==> src/rtl/core/http_response_head_parser_assert.svh <==
// assertion macros for the http response head parser
`ifndef HTTP_RESPONSE_HEAD_PARSER_ASSERT_SVH
`define HTTP_RESPONSE_HEAD_PARSER_ASSERT_SVH

// a implies c in the same cycle
`define HRHP_ASSERT_IMPLY(label, clk, rst_n, a, c) \
	label: assert property (@(posedge clk) disable iff (!rst_n) (a) |-> (c)) \
		else $error("hrhp: same-cycle implication failed");

// a implies c in the next cycle
`define HRHP_ASSERT_NEXT(label, clk, rst_n, a, c) \
	label: assert property (@(posedge clk) disable iff (!rst_n) (a) |=> (c)) \
		else $error("hrhp: next-cycle implication failed");

`endif

==> src/rtl/core/hrhp_pkg.sv <==
// shared types, constants and character tables for the http response head parser
`default_nettype none
package hrhp_pkg;

	localparam int MAX_BUFFER_BYTES = 65536;
	localparam int CNT_W = $clog2(MAX_BUFFER_BYTES + 1);
	localparam int HDR_W = 17;
	localparam int MIN_LEN = 12;

	localparam logic [1:0] OUTCOME_OK        = 2'd0;
	localparam logic [1:0] OUTCOME_MALFORMED = 2'd1;
	localparam logic [1:0] OUTCOME_NO_END    = 2'd2;

	// header line scan phases; values below PH_COLON are name match positions
	localparam logic [4:0] PH_COLON  = 5'd14;
	localparam logic [4:0] PH_MISS   = 5'd15;
	localparam logic [4:0] PH_SPACES = 5'd16;
	localparam logic [4:0] PH_DIGITS = 5'd17;
	localparam logic [4:0] PH_FOUND  = 5'd18;

	localparam logic [7:0] CH_SPACE = 8'h20;
	localparam logic [7:0] CH_COLON = 8'h3a;
	localparam logic [7:0] CH_LF    = 8'h0a;
	localparam logic [7:0] CH_CR    = 8'h0d;
	localparam logic [7:0] CH_ZERO  = 8'h30;
	localparam logic [7:0] CH_NINE  = 8'h39;
	localparam logic [23:0] CR_LF_CR = 24'h0d0a0d;

	typedef struct packed {
		logic [1:0]       outcome;
		logic [9:0]       status_code;
		logic [HDR_W-1:0] header_bytes;
		logic [31:0]      body_bytes;
		logic             length_saturated;
	} result_t;

	function automatic logic [7:0] http_tag_char(input logic [2:0] idx);
		logic [7:0] ch;
		case (idx)
			3'd0: ch = 8'h48; // H
			3'd1: ch = 8'h54; // T
			3'd2: ch = 8'h54; // T
			3'd3: ch = 8'h50; // P
			3'd4: ch = 8'h2f; // /
			default: ch = 8'h00;
		endcase
		return ch;
	endfunction

	function automatic logic [7:0] cl_name_char(input logic [3:0] idx);
		logic [7:0] ch;
		case (idx)
			4'd0:  ch = 8'h43; // C
			4'd1:  ch = 8'h6f; // o
			4'd2:  ch = 8'h6e; // n
			4'd3:  ch = 8'h74; // t
			4'd4:  ch = 8'h65; // e
			4'd5:  ch = 8'h6e; // n
			4'd6:  ch = 8'h74; // t
			4'd7:  ch = 8'h2d; // -
			4'd8:  ch = 8'h4c; // L
			4'd9:  ch = 8'h65; // e
			4'd10: ch = 8'h6e; // n
			4'd11: ch = 8'h67; // g
			4'd12: ch = 8'h74; // t
			4'd13: ch = 8'h68; // h
			default: ch = 8'h00;
		endcase
		return ch;
	endfunction

endpackage
`default_nettype wire

==> src/rtl/core/http_response_head_parser.sv <==
// http response head parser: one byte per cycle in, one result per response out
// the result is registered in the output register once the last byte has passed the input stage
// throughput: one byte per cycle unless a last byte is stalled, limited by the single state update stage
// a stalled result holds back only a following last byte; other bytes keep flowing
// reset: arst_n clears the input stage, the output valid and all parse state
`default_nettype none
module http_response_head_parser (
	input  wire logic        clk,
	input  wire logic        arst_n,
	input  wire logic        s_axis_tvalid,
	output logic             s_axis_tready,
	input  wire logic [7:0]  s_axis_tdata,  // [7:0] data_byte
	input  wire logic        s_axis_tlast,  // final_byte
	output logic             m_axis_tvalid,
	input  wire logic        m_axis_tready,
	output logic [63:0]      m_axis_tdata   // [1:0] outcome, [11:2] status_code,
	                                        // [28:12] header_bytes, [60:29] body_bytes,
	                                        // [61] length_saturated, [63:62] zero
);

	`include "http_response_head_parser_assert.svh"

	logic              valid_s1;
	logic [7:0]        byte_s1;
	logic              last_s1;
	logic              advance;
	hrhp_pkg::result_t core_res;
	hrhp_pkg::result_t res_q;
	logic              out_valid_q;

	// a last byte waits only while the output register is still full and not being taken
	assign advance       = valid_s1 && !(last_s1 && out_valid_q && !m_axis_tready);
	assign s_axis_tready = !valid_s1 || advance;

	always_ff @(posedge clk or negedge arst_n) begin
		if (!arst_n) begin
			valid_s1 <= 1'b0;
		end else if (s_axis_tready) begin
			valid_s1 <= s_axis_tvalid;
		end
	end

	always_ff @(posedge clk) begin
		if (s_axis_tvalid && s_axis_tready) begin
			byte_s1 <= s_axis_tdata;
			last_s1 <= s_axis_tlast;
		end
	end

	hrhp_core u_core (
		.clk        (clk),
		.arst_n     (arst_n),
		.step       (advance),
		.data_byte  (byte_s1),
		.final_byte (last_s1),
		.res        (core_res)
	);

	always_ff @(posedge clk or negedge arst_n) begin
		if (!arst_n) begin
			out_valid_q <= 1'b0;
		end else if (advance && last_s1) begin
			out_valid_q <= 1'b1;
		end else if (m_axis_tready) begin
			out_valid_q <= 1'b0;
		end
	end

	always_ff @(posedge clk) begin
		if (advance && last_s1) begin
			res_q <= core_res;
		end
	end

	assign m_axis_tvalid = out_valid_q;
	assign m_axis_tdata  = {2'b00, res_q.length_saturated, res_q.body_bytes,
		res_q.header_bytes, res_q.status_code, res_q.outcome};

	`HRHP_ASSERT_IMPLY(a_malformed_zero, clk, arst_n,
		out_valid_q && res_q.outcome == hrhp_pkg::OUTCOME_MALFORMED,
		res_q.status_code == '0 && res_q.header_bytes == '0 && res_q.body_bytes == '0)
	`HRHP_ASSERT_IMPLY(a_ok_has_header, clk, arst_n,
		out_valid_q && res_q.outcome == hrhp_pkg::OUTCOME_OK,
		res_q.header_bytes != '0)
	`HRHP_ASSERT_IMPLY(a_stall_cause, clk, arst_n,
		!s_axis_tready,
		valid_s1 && last_s1 && out_valid_q && !m_axis_tready)
	`HRHP_ASSERT_NEXT(a_last_loads_output, clk, arst_n,
		advance && last_s1,
		out_valid_q)

endmodule
`default_nettype wire

==> src/rtl/core/hrhp_core.sv <==
// running parse state of one response and the result computed on its last byte
`default_nettype none
module hrhp_core (
	input  wire logic             clk,
	input  wire logic             arst_n,
	input  wire logic             step,
	input  wire logic [7:0]       data_byte,
	input  wire logic             final_byte,
	output hrhp_pkg::result_t     res
);

	localparam int CW = hrhp_pkg::CNT_W;

	logic [CW-1:0] byte_count_q, byte_count_d;
	logic          prefix_bad_q, prefix_bad_d;
	logic          space_found_q, space_found_d;
	logic [CW-1:0] space_offset_q, space_offset_d;
	logic [9:0]    status_value_q, status_value_d;
	logic [1:0]    status_count_q, status_count_d;
	logic          status_bad_q, status_bad_d;
	logic [23:0]   recent_q, recent_d;
	logic [CW-1:0] header_end_q, header_end_d;
	logic [4:0]    phase_q, phase_d;
	logic [31:0]   length_q, length_d;
	logic          length_sat_q, length_sat_d;

	logic          take;
	logic          is_digit;
	logic [3:0]    digit;
	logic [13:0]   status_mul;
	logic [35:0]   length_mul;
	logic          bad;
	logic [CW:0]   space_end;

	always_comb begin
		byte_count_d   = byte_count_q;
		prefix_bad_d   = prefix_bad_q;
		space_found_d  = space_found_q;
		space_offset_d = space_offset_q;
		status_value_d = status_value_q;
		status_count_d = status_count_q;
		status_bad_d   = status_bad_q;
		recent_d       = recent_q;
		header_end_d   = header_end_q;
		phase_d        = phase_q;
		length_d       = length_q;
		length_sat_d   = length_sat_q;

		take     = byte_count_q < CW'(hrhp_pkg::MAX_BUFFER_BYTES);
		is_digit = data_byte >= hrhp_pkg::CH_ZERO && data_byte <= hrhp_pkg::CH_NINE;
		digit    = data_byte[3:0];
		status_mul = {1'b0, status_value_q, 3'b000} + {3'b000, status_value_q, 1'b0}
			+ {10'd0, digit};
		length_mul = {1'b0, length_q, 3'b000} + {3'b000, length_q, 1'b0} + {32'd0, digit};

		if (take) begin
			if (byte_count_q < CW'(5) &&
				data_byte != hrhp_pkg::http_tag_char(byte_count_q[2:0])) begin
				prefix_bad_d = 1'b1;
			end

			// first space, then three status characters after it
			if (!space_found_q) begin
				if (data_byte == hrhp_pkg::CH_SPACE) begin
					space_found_d  = 1'b1;
					space_offset_d = byte_count_q;
				end
			end else if (status_count_q < 2'd3) begin
				if (is_digit)
					status_value_d = status_mul[9:0];
				else
					status_bad_d = 1'b1;
				status_count_d = status_count_q + 2'd1;
			end

			if (header_end_q == '0) begin
				if (phase_q < hrhp_pkg::PH_COLON) begin
					phase_d = (data_byte == hrhp_pkg::cl_name_char(phase_q[3:0]))
						? phase_q + 5'd1 : hrhp_pkg::PH_MISS;
				end else if (phase_q == hrhp_pkg::PH_COLON) begin
					phase_d = (data_byte == hrhp_pkg::CH_COLON)
						? hrhp_pkg::PH_SPACES : hrhp_pkg::PH_MISS;
				end else if (phase_q == hrhp_pkg::PH_MISS) begin
					if (data_byte == hrhp_pkg::CH_LF && recent_q[7:0] == hrhp_pkg::CH_CR)
						phase_d = 5'd0;
				end else if (phase_q == hrhp_pkg::PH_SPACES ||
					phase_q == hrhp_pkg::PH_DIGITS) begin
					if (phase_q == hrhp_pkg::PH_SPACES && data_byte == hrhp_pkg::CH_SPACE) begin
						phase_d = phase_q;
					end else if (is_digit) begin
						phase_d = hrhp_pkg::PH_DIGITS;
						// saturate once the value leaves 32 bits
						if (length_mul[35:32] != 4'd0) begin
							length_d     = '1;
							length_sat_d = 1'b1;
						end else begin
							length_d = length_mul[31:0];
						end
					end else begin
						phase_d = hrhp_pkg::PH_FOUND;
					end
				end

				if (data_byte == hrhp_pkg::CH_LF && recent_q == hrhp_pkg::CR_LF_CR)
					header_end_d = byte_count_q + CW'(1);
			end

			recent_d     = {recent_q[15:0], data_byte};
			byte_count_d = byte_count_q + CW'(1);
		end

		space_end = {1'b0, space_offset_d} + (CW+1)'(4);
		bad = byte_count_d < CW'(hrhp_pkg::MIN_LEN) || prefix_bad_d || !space_found_d ||
			space_end >= {1'b0, byte_count_d} || status_count_d != 2'd3 || status_bad_d;

		res = '0;
		if (bad) begin
			res.outcome = hrhp_pkg::OUTCOME_MALFORMED;
		end else if (header_end_d == '0) begin
			res.outcome     = hrhp_pkg::OUTCOME_NO_END;
			res.status_code = status_value_d;
		end else begin
			res.outcome      = hrhp_pkg::OUTCOME_OK;
			res.status_code  = status_value_d;
			res.header_bytes = hrhp_pkg::HDR_W'(header_end_d);
			if (phase_d >= hrhp_pkg::PH_SPACES) begin
				res.body_bytes       = length_d;
				res.length_saturated = length_sat_d;
			end else begin
				res.body_bytes = 32'(byte_count_d - header_end_d);
			end
		end
	end

	always_ff @(posedge clk or negedge arst_n) begin
		if (!arst_n) begin
			byte_count_q   <= '0;
			prefix_bad_q   <= 1'b0;
			space_found_q  <= 1'b0;
			space_offset_q <= '0;
			status_value_q <= '0;
			status_count_q <= '0;
			status_bad_q   <= 1'b0;
			recent_q       <= '0;
			header_end_q   <= '0;
			phase_q        <= '0;
			length_q       <= '0;
			length_sat_q   <= 1'b0;
		end else if (step) begin
			if (final_byte) begin
				// response done: start clean for the next one
				byte_count_q   <= '0;
				prefix_bad_q   <= 1'b0;
				space_found_q  <= 1'b0;
				space_offset_q <= '0;
				status_value_q <= '0;
				status_count_q <= '0;
				status_bad_q   <= 1'b0;
				recent_q       <= '0;
				header_end_q   <= '0;
				phase_q        <= '0;
				length_q       <= '0;
				length_sat_q   <= 1'b0;
			end else begin
				byte_count_q   <= byte_count_d;
				prefix_bad_q   <= prefix_bad_d;
				space_found_q  <= space_found_d;
				space_offset_q <= space_offset_d;
				status_value_q <= status_value_d;
				status_count_q <= status_count_d;
				status_bad_q   <= status_bad_d;
				recent_q       <= recent_d;
				header_end_q   <= header_end_d;
				phase_q        <= phase_d;
				length_q       <= length_d;
				length_sat_q   <= length_sat_d;
			end
		end
	end

endmodule
`default_nettype wire
==> config.mk <==
export PLATFORM = sky130hd
export DESIGN_NAME = http_response_head_parser
export DESIGN_NICKNAME = d
export VERILOG_FILES = /design/src/rtl/core/hrhp_pkg.sv /design/src/rtl/core/http_response_head_parser.sv /design/src/rtl/core/hrhp_core.sv
export VERILOG_INCLUDE_DIRS = /design/src /design/src/rtl/core
export SDC_FILE = /design/constraint.sdc
export NUM_CORES = 1
export LEC_CHECK = 0
export BUFFER_PORTS_ARGS = -buffer_cell sky130_fd_sc_hd__buf_2
export CAP_MARGIN = 0
export CORE_MARGIN = 3
export CORE_UTILIZATION = 50
export CTS_BUF_LIST = sky130_fd_sc_hd__clkbuf_2 sky130_fd_sc_hd__clkbuf_4 sky130_fd_sc_hd__clkbuf_8
export CTS_CLUSTER_SIZE = 24
export DETAILED_ROUTE_END_ITERATION = 12
export PLACE_DENSITY = 0.69
export SETUP_SLACK_MARGIN = 0.15
export SYNTH_ARGS = -nofsm -noshare
export SYNTH_HDL_FRONTEND = slang
export SYNTH_SLANG_ARGS = --single-unit
==> constraint.sdc <==
create_clock -name clk -period 6 [get_ports clk]
set_clock_uncertainty 0.05 [all_clocks]
set_input_delay 0.6 -clock clk [delete_from_list [all_inputs] [get_ports clk]]
set_output_delay 0.6 -clock clk [all_outputs]
set_load 0.01 [all_outputs]
==> run_results.csv, run 1 <==
group,metric,value,unit
layout,drive_above_1_share,13.10,%
synthesis,synth_async_sr_flop_share,64.68,%
clock_network,cts-root-to-sink-buffers,3,
layout,layout.cells.most_common_list,"nand2_1 (136), dfrtp_1 (130), ha_1 (124)",
floorplan,design.die.area,30370,µm²
routing,met2RoutedLength,17460,µm
power,p_int,2.684,mW
place,half_perimeter_wire_length_after_placement,27500,µm
global_route,grt_first_pass_wirelength,62090,µm
timing,hold_violations,0,
flow_run,max_cap_viol_count,0,
critical_path,worstSetupStartpointType,"register",
routing,vias_per_cell,6.051,
power,share_comb_of_total_power,21.7,%
routing,drt_iter0_markers,1361,
routing,wirelength_met1,17530,µm
layout,mostFrequentLayoutCell,"nand2_1",
clock_network,clk-insertion-delay-late,540,ps
power,power.share.sequential,41.1,%
floorplan,initial_utilization,51.67,%
timing,fin_worst_hold_slack,49.18,ps
timing,grt_setup_unrepaired,"no",
timing,layout_worst_path_cycle_share,90.11,%
power,power.leakage,7.180,nW
power,power_switching,1.191,mW
synthesis,synthCells,1534,
global_route,initial_antenna_violation_count,0,
clock_network,clock-sinks,201,
global_route,grt_start_max_net_pins,78,
clock_network,cts_tree,"done",
global_route,overflow,0,
place,portBuffers,76,
floorplan,num_io_pins,79,
layout,final_net_count,1731,
layout,areaGrowthSynthToFinish,11.02,%
timing,setup-tns-final,0,ps
critical_path,critPathKind,"register to register",
layout,num_antenna_cells,0,
timing,slew-limit-headroom,33.31,%
routing,detail_route.drc_violations,0,
power,net_sw_share,30.73,%
routing,totalWireLength,38420,µm
synthesis,syn_avg_cell_area,9.230,µm²
layout,layout.core_utilization,57.37,%
floorplan,chipWidth,174.3,µm
global_route,first_global_vias,11581,
synthesis,synth_seq_cells,201,
timing,fmax,0.1850,GHz
critical_path,worstPathRequired,6300,ps
global_route,grt_usage,24.78,%
routing,num_vias,12041,
clock_network,clkSlewWorstSetupHoldPaths,60,ps
clock_network,cts_buffers,38,
critical_path,setup.worst_path.end_class,"register",
floorplan,placementRows,60,
power,powerDensity,246.5,nW/µm²
routing,dr_top_layer,"met4",
hold_path,timing.hold.worst.class,"input port to asynchronous set/reset pin",
power,vdd_ir_drop_max,0.0001245,V
routing,average_wire_per_cell_in_the_routed_design,19.30,µm
floorplan,coreArea,27400,µm²
floorplan,die-height,174.3,µm
synthesis,ys_warn_count,0,
timing,final.min_clock_period,5407,ps
run_status,run_status,"completed",
synthesis,synthesis.area,14160,µm²
synthesis,number_of_distinct_library_cell_variants_in_the_gate_level_netlist_after_synthesis,79,
timing,setup-violations-final,0,
routing,routed-wl-met3,2390,µm
power,pwr-share-clk,37.2,%
clock_network,cts_hold_buffers,0,
critical_path,path_max_fanout,10,
routing,drt-pass1-iter-count,5,
place,globalplace.congestion,0.9222,
timing,final_max_slew_viols,0,
synthesis,ys_seq_area_share,38.03,%
synthesis,postSynth.topFlopCell,"dfrtp_1",
clock_network,ctsRootBufferMaster,"clkbuf_8",
timing,worstMarginPinSlew,996.8,ps
clock_network,h_tree_lvls,2,
critical_path,worst-endpoint-arrival,5710,ps
synthesis,synth_edf_count,71,
routing,antenna_violating_nets_post_route,0,
[per-layer routing]
| layer | vias up | GRT usage [%] |
|---|---|---|
| met4 | 0 | 7.942 |
| met1 | 5802 | 35.80 |
| met3 | 64 | 3.298 |
| li1 | 5802 | - |
| met5 | - | 0 |
| met2 | 373 | 38.73 |
[cell usage after synthesis (26+ instances only)]
cell | number | area, µm²
o21ai_0 | 103 | 515.5
a21oi_1 | 90 | 450.4
xnor2_1 | 57 | 499.2
edfxtp_1 | 71 | 2132
a221o_1 | 26 | 260.3
nand3_1 | 36 | 180.2
nor2_1 | 114 | 427.9
a21o_1 | 29 | 217.7
xor2_1 | 43 | 376.6
nand2_1 | 137 | 514.2
ha_1 | 124 | 1551
dfrtp_1 | 130 | 3253
nor3_1 | 42 | 210.2
inv_1 | 58 | 217.7
a211oi_1 | 33 | 247.7
a22o_1 | 28 | 245.2
clkbuf_1 | 66 | 247.7
[critical path, stage by stage, from the launching register on]
cell and delay [ps]:
edfxtp_1 400, nor4_2 360, nand3_1 200, or3_1 480, buf_4 220, or3_1 360
o21ai_2 130, nand2_1 110, xnor2_1 150, nor2_1 60, a21oi_1 140, ha_1 260
a21o_1 180, a21oi_1 120, o21ai_0 80, a211oi_1 240, o21ai_0 130, and2_0 190
or4b_2 780, a2111o_2 490, o31ai_1 110
[cells by family after synthesis]
group / share of synthesized area (%)
XOR/XNOR: 6.186
other: 0.02649
AO/OA/AOI/OAI: 21.05
adder cells (fa/ha/maj): 11.66
multiplexers: 1.149
buffers and inverters: 4.578
flip-flops: 38.03
AND/OR/NAND/NOR: 17.31
[per-stage QoR]
step                      cell area, µm²  power (mW)  setup WS (ps)  cells
after global placement             14840       2.419          511.9   1916
after floorplan                    14160       2.210          787.8   1535
after global routing               15720       4.079          166.8   1990
final                              15720       3.875          593.3   1990
after detailed placement           14840       2.436          355.7   1916
after CTS                          15660       3.895          357.6   1985
[power groups by stage]
| stage | registers (mW) | logic [mW] | clock network (mW) |
|---|---|---|---|
| floorplan | 1.57 | 0.636 | 0 |
| global placement | 1.61 | 0.805 | 0 |
| detailed placement | 1.62 | 0.821 | 0 |
| CTS | 1.59 | 0.831 | 1.47 |
| global route | 1.60 | 0.939 | 1.54 |
| finish | 1.59 | 0.842 | 1.44 |
[path summary, 6_finish.rpt]
| path | from | endpoint | slack, ps | cells after the start |
|---|---|---|---|---|
| setup / recovery | byte_s1[0] | m_axis_tdata[60] | 590 | 20 |
| hold / removal | arst_n | u_core.recent_q[18] | 50 | 1 |
| setup reg to reg | byte_s1[0] | m_axis_tdata[60] | 590 | 20 |
| hold reg to reg | u_core.length_sat_q | u_core.length_sat_q | 440 | 1 |
| max in group asynchronous | arst_n | u_core.length_q[31] | 4610 | 2 |
| min in group clk | s_axis_tlast | last_s1 | 190 | 1 |
[flip-flops by register name, summed over array words and instances (netlist names), 2 cells and up]
register               cells
m_axis_tdata              62
u_core.length_q           32
u_core.recent_q           24
u_core.byte_count_q       17
u_core.header_end_q       17
u_core.space_offset_q     17
u_core.status_value_q     10
byte_s1                    8
u_core.phase_q             5
u_core.status_count_q      2
[what timing repair did]
| item | in CTS | in global routing |
|---|---|---|
| endpoints found under the setup margin | 0 | 38 |
| resized for setup | 0 | 4 |
| buffers inserted | 0 | 4 |
[cell type report]
class	instances	area, µm²
timing repair buffer	111	653.1
sequential	201	5385
tap	372	465.4
clock buffer	62	753.2
fill	2462	11680
inverter	60	225.2
clock inverter	7	72.57
multi-input combinational	1177	8164
Note: power is estimated with default switching activity, not from simulation.
==> run 2: changes to the inputs <==
--- a/config.mk
+++ b/config.mk
@@ -13,6 +13,7 @@
 export CTS_BUF_LIST = sky130_fd_sc_hd__clkbuf_2 sky130_fd_sc_hd__clkbuf_4 sky130_fd_sc_hd__clkbuf_8
 export CTS_CLUSTER_SIZE = 24
 export DETAILED_ROUTE_END_ITERATION = 12
+export HOLD_SLACK_MARGIN = 0.12
 export PLACE_DENSITY = 0.69
 export SETUP_SLACK_MARGIN = 0.15
 export SYNTH_ARGS = -nofsm -noshare
==> run_results.csv, run 2 (synthesis gave the netlist of run 1 again) <==
group,metric,value,unit
floorplan,initial_utilization,51.67,%
floorplan,die-height,174.3,µm
power,share_comb_of_total_power,21.7,%
power,post-layout-total-power,3.877,mW
power,pwr-share-clk,37.1,%
layout,areaGrowthSynthToFinish,11.09,%
routing,antenna_violating_nets_post_route,0,
clock_network,clock-sinks,201,
clock_network,h_tree_lvls,2,
clock_network,cts-root-to-sink-buffers,3,
clock_network,cts_tree,"done",
layout,mostFrequentLayoutCell,"nand2_1",
clock_network,clk-insertion-delay-late,540,ps
flow_run,max_cap_viol_count,0,
global_route,overflow,0,
floorplan,coreArea,27400,µm²
layout,final_net_count,1732,
clock_network,ctsRootBufferMaster,"clkbuf_8",
timing,layout_worst_path_cycle_share,90.39,%
timing,slew-limit-headroom,33.53,%
routing,totalWireLength,38470,µm
global_route,grt_start_max_net_pins,78,
critical_path,worstSetupStartpointType,"register",
layout,finish.cell_count_without_fillers,1991,
global_route,first_global_vias,11581,
routing,num_vias,12094,
power,net_sw_share,30.75,%
power,p_int,2.685,mW
routing,average_wire_per_cell_in_the_routed_design,19.32,µm
routing,drt_iter0_markers,1447,
place,number_of_placed_instances_taps_included,1916,
place,portBuffers,76,
critical_path,worst-endpoint-arrival,5730,ps
power,vdd_ir_drop_max,0.0001245,V
critical_path,critPathKind,"register to register",
clock_network,clkSlewWorstSetupHoldPaths,60,ps
routing,vias_per_cell,6.074,
layout,drive_above_1_share,13.09,%
critical_path,worstPathRequired,6300,ps
power,power.share.sequential,41.1,%
global_route,grt_usage,24.78,%
hold_path,timing.hold.worst.class,"input port to register",
layout,largest_reg_flops,62,
floorplan,design.die.area,30370,µm²
floorplan,chipWidth,174.3,µm
timing,setup-tns-final,0,ps
timing,setup-violations-final,0,
critical_path,setup.worst_path.end_class,"register",
global_route,grt_first_pass_wirelength,62090,µm
routing,detail_route.drc_violations,0,
place,half_perimeter_wire_length_after_placement,27500,µm
floorplan,placementRows,60,
clock_network,cts_buffers,38,
layout,layout.cells.most_common_list,"nand2_1 (136), dfrtp_1 (130), ha_1 (124)",
timing,hold_violations,0,
place,globalplace.congestion,0.9222,
timing,grt_setup_unrepaired,"no",
power,power_switching,1.192,mW
timing,final.min_clock_period,5423,ps
global_route,initial_antenna_violation_count,0,
run_status,run_status,"completed",
routing,drt-pass1-iter-count,6,
timing,fmax,0.1844,GHz
timing,final_max_slew_viols,0,
power,powerDensity,246.5,nW/µm²
critical_path,path_max_fanout,10,
power,power.leakage,7.184,nW
timing,fin_worst_hold_slack,189.1,ps
floorplan,num_io_pins,79,
timing,worstMarginPinSlew,993.5,ps
layout,num_antenna_cells,0,
run 2: final cells by class:
class / count / area (µm²)
tap: 372 / 465.4
clock inverter: 7 / 72.57
multi-input combinational: 1177 / 8164
sequential: 201 / 5385
clock buffer: 62 / 753.2
inverter: 60 / 225.2
fill: 2461 / 11670
timing repair buffer: 112 / 663.1
run 2: routing by layer:
layer	GRT usage [%]	wire length [µm]	vias up
li1	-	-	5805
met1	35.81	17630	5836
met2	38.73	17480	379
met3	3.277	2282	74
met4	7.942	1083	0
met5	0	0	-
run 2: stage by stage:
step | area, µm² | worst slack [ps] | utilization (%)
after floorplan | 14160 | 787.8 | -
after global placement | 14840 | 511.9 | 54.15
after detailed placement | 14840 | 355.7 | 54.15
after CTS | 15670 | 357.6 | 57.20
after global routing | 15730 | 166.8 | 57.40
final | 15730 | 576.8 | 57.40
run 2: path summary, 6_finish.rpt:
path	slack, ps	cells after the start	start	endpoint
setup / recovery	580	20	byte_s1[0]	m_axis_tdata[60]
max in group asynchronous	4040	3	arst_n	u_core.length_q[10]
setup reg to reg	580	20	byte_s1[0]	m_axis_tdata[60]
hold reg to reg	440	2	u_core.space_offset_q[0]	u_core.space_offset_q[0]
hold / removal	190	1	s_axis_tlast	last_s1
min in group asynchronous	620	2	arst_n	u_core.recent_q[18]
run 2: repair_timing:
item,CTS,global route
setup buffers,0,4
endpoints found under the setup margin,0,38
hold buffers,1,0
gates resized for setup,0,4
endpoints found under the hold margin,76,0
run 2: power groups by stage:
stage | registers, mW | clock network [mW] | logic, mW
finish | 1.59 | 1.44 | 0.843
global route | 1.60 | 1.54 | 0.940
CTS | 1.59 | 1.47 | 0.832
detailed placement | 1.62 | 0 | 0.821
global placement | 1.61 | 0 | 0.805
floorplan | 1.57 | 0 | 0.636
run 2: worst max-delay path, stage by stage, from the launching register on:
cell and delay, ps:
edfxtp_1 400, nor4_2 360, nand3_1 200, or3_1 480, buf_4 220, or3_1 360
o21ai_2 130, nand2_1 110, xnor2_1 150, nor2_1 60, a21oi_1 140, ha_1 260
a21o_1 180, a21oi_1 120, o21ai_0 80, a211oi_1 240, o21ai_0 130, and2_0 190
or4b_2 790, a2111o_2 490, o31ai_1 110
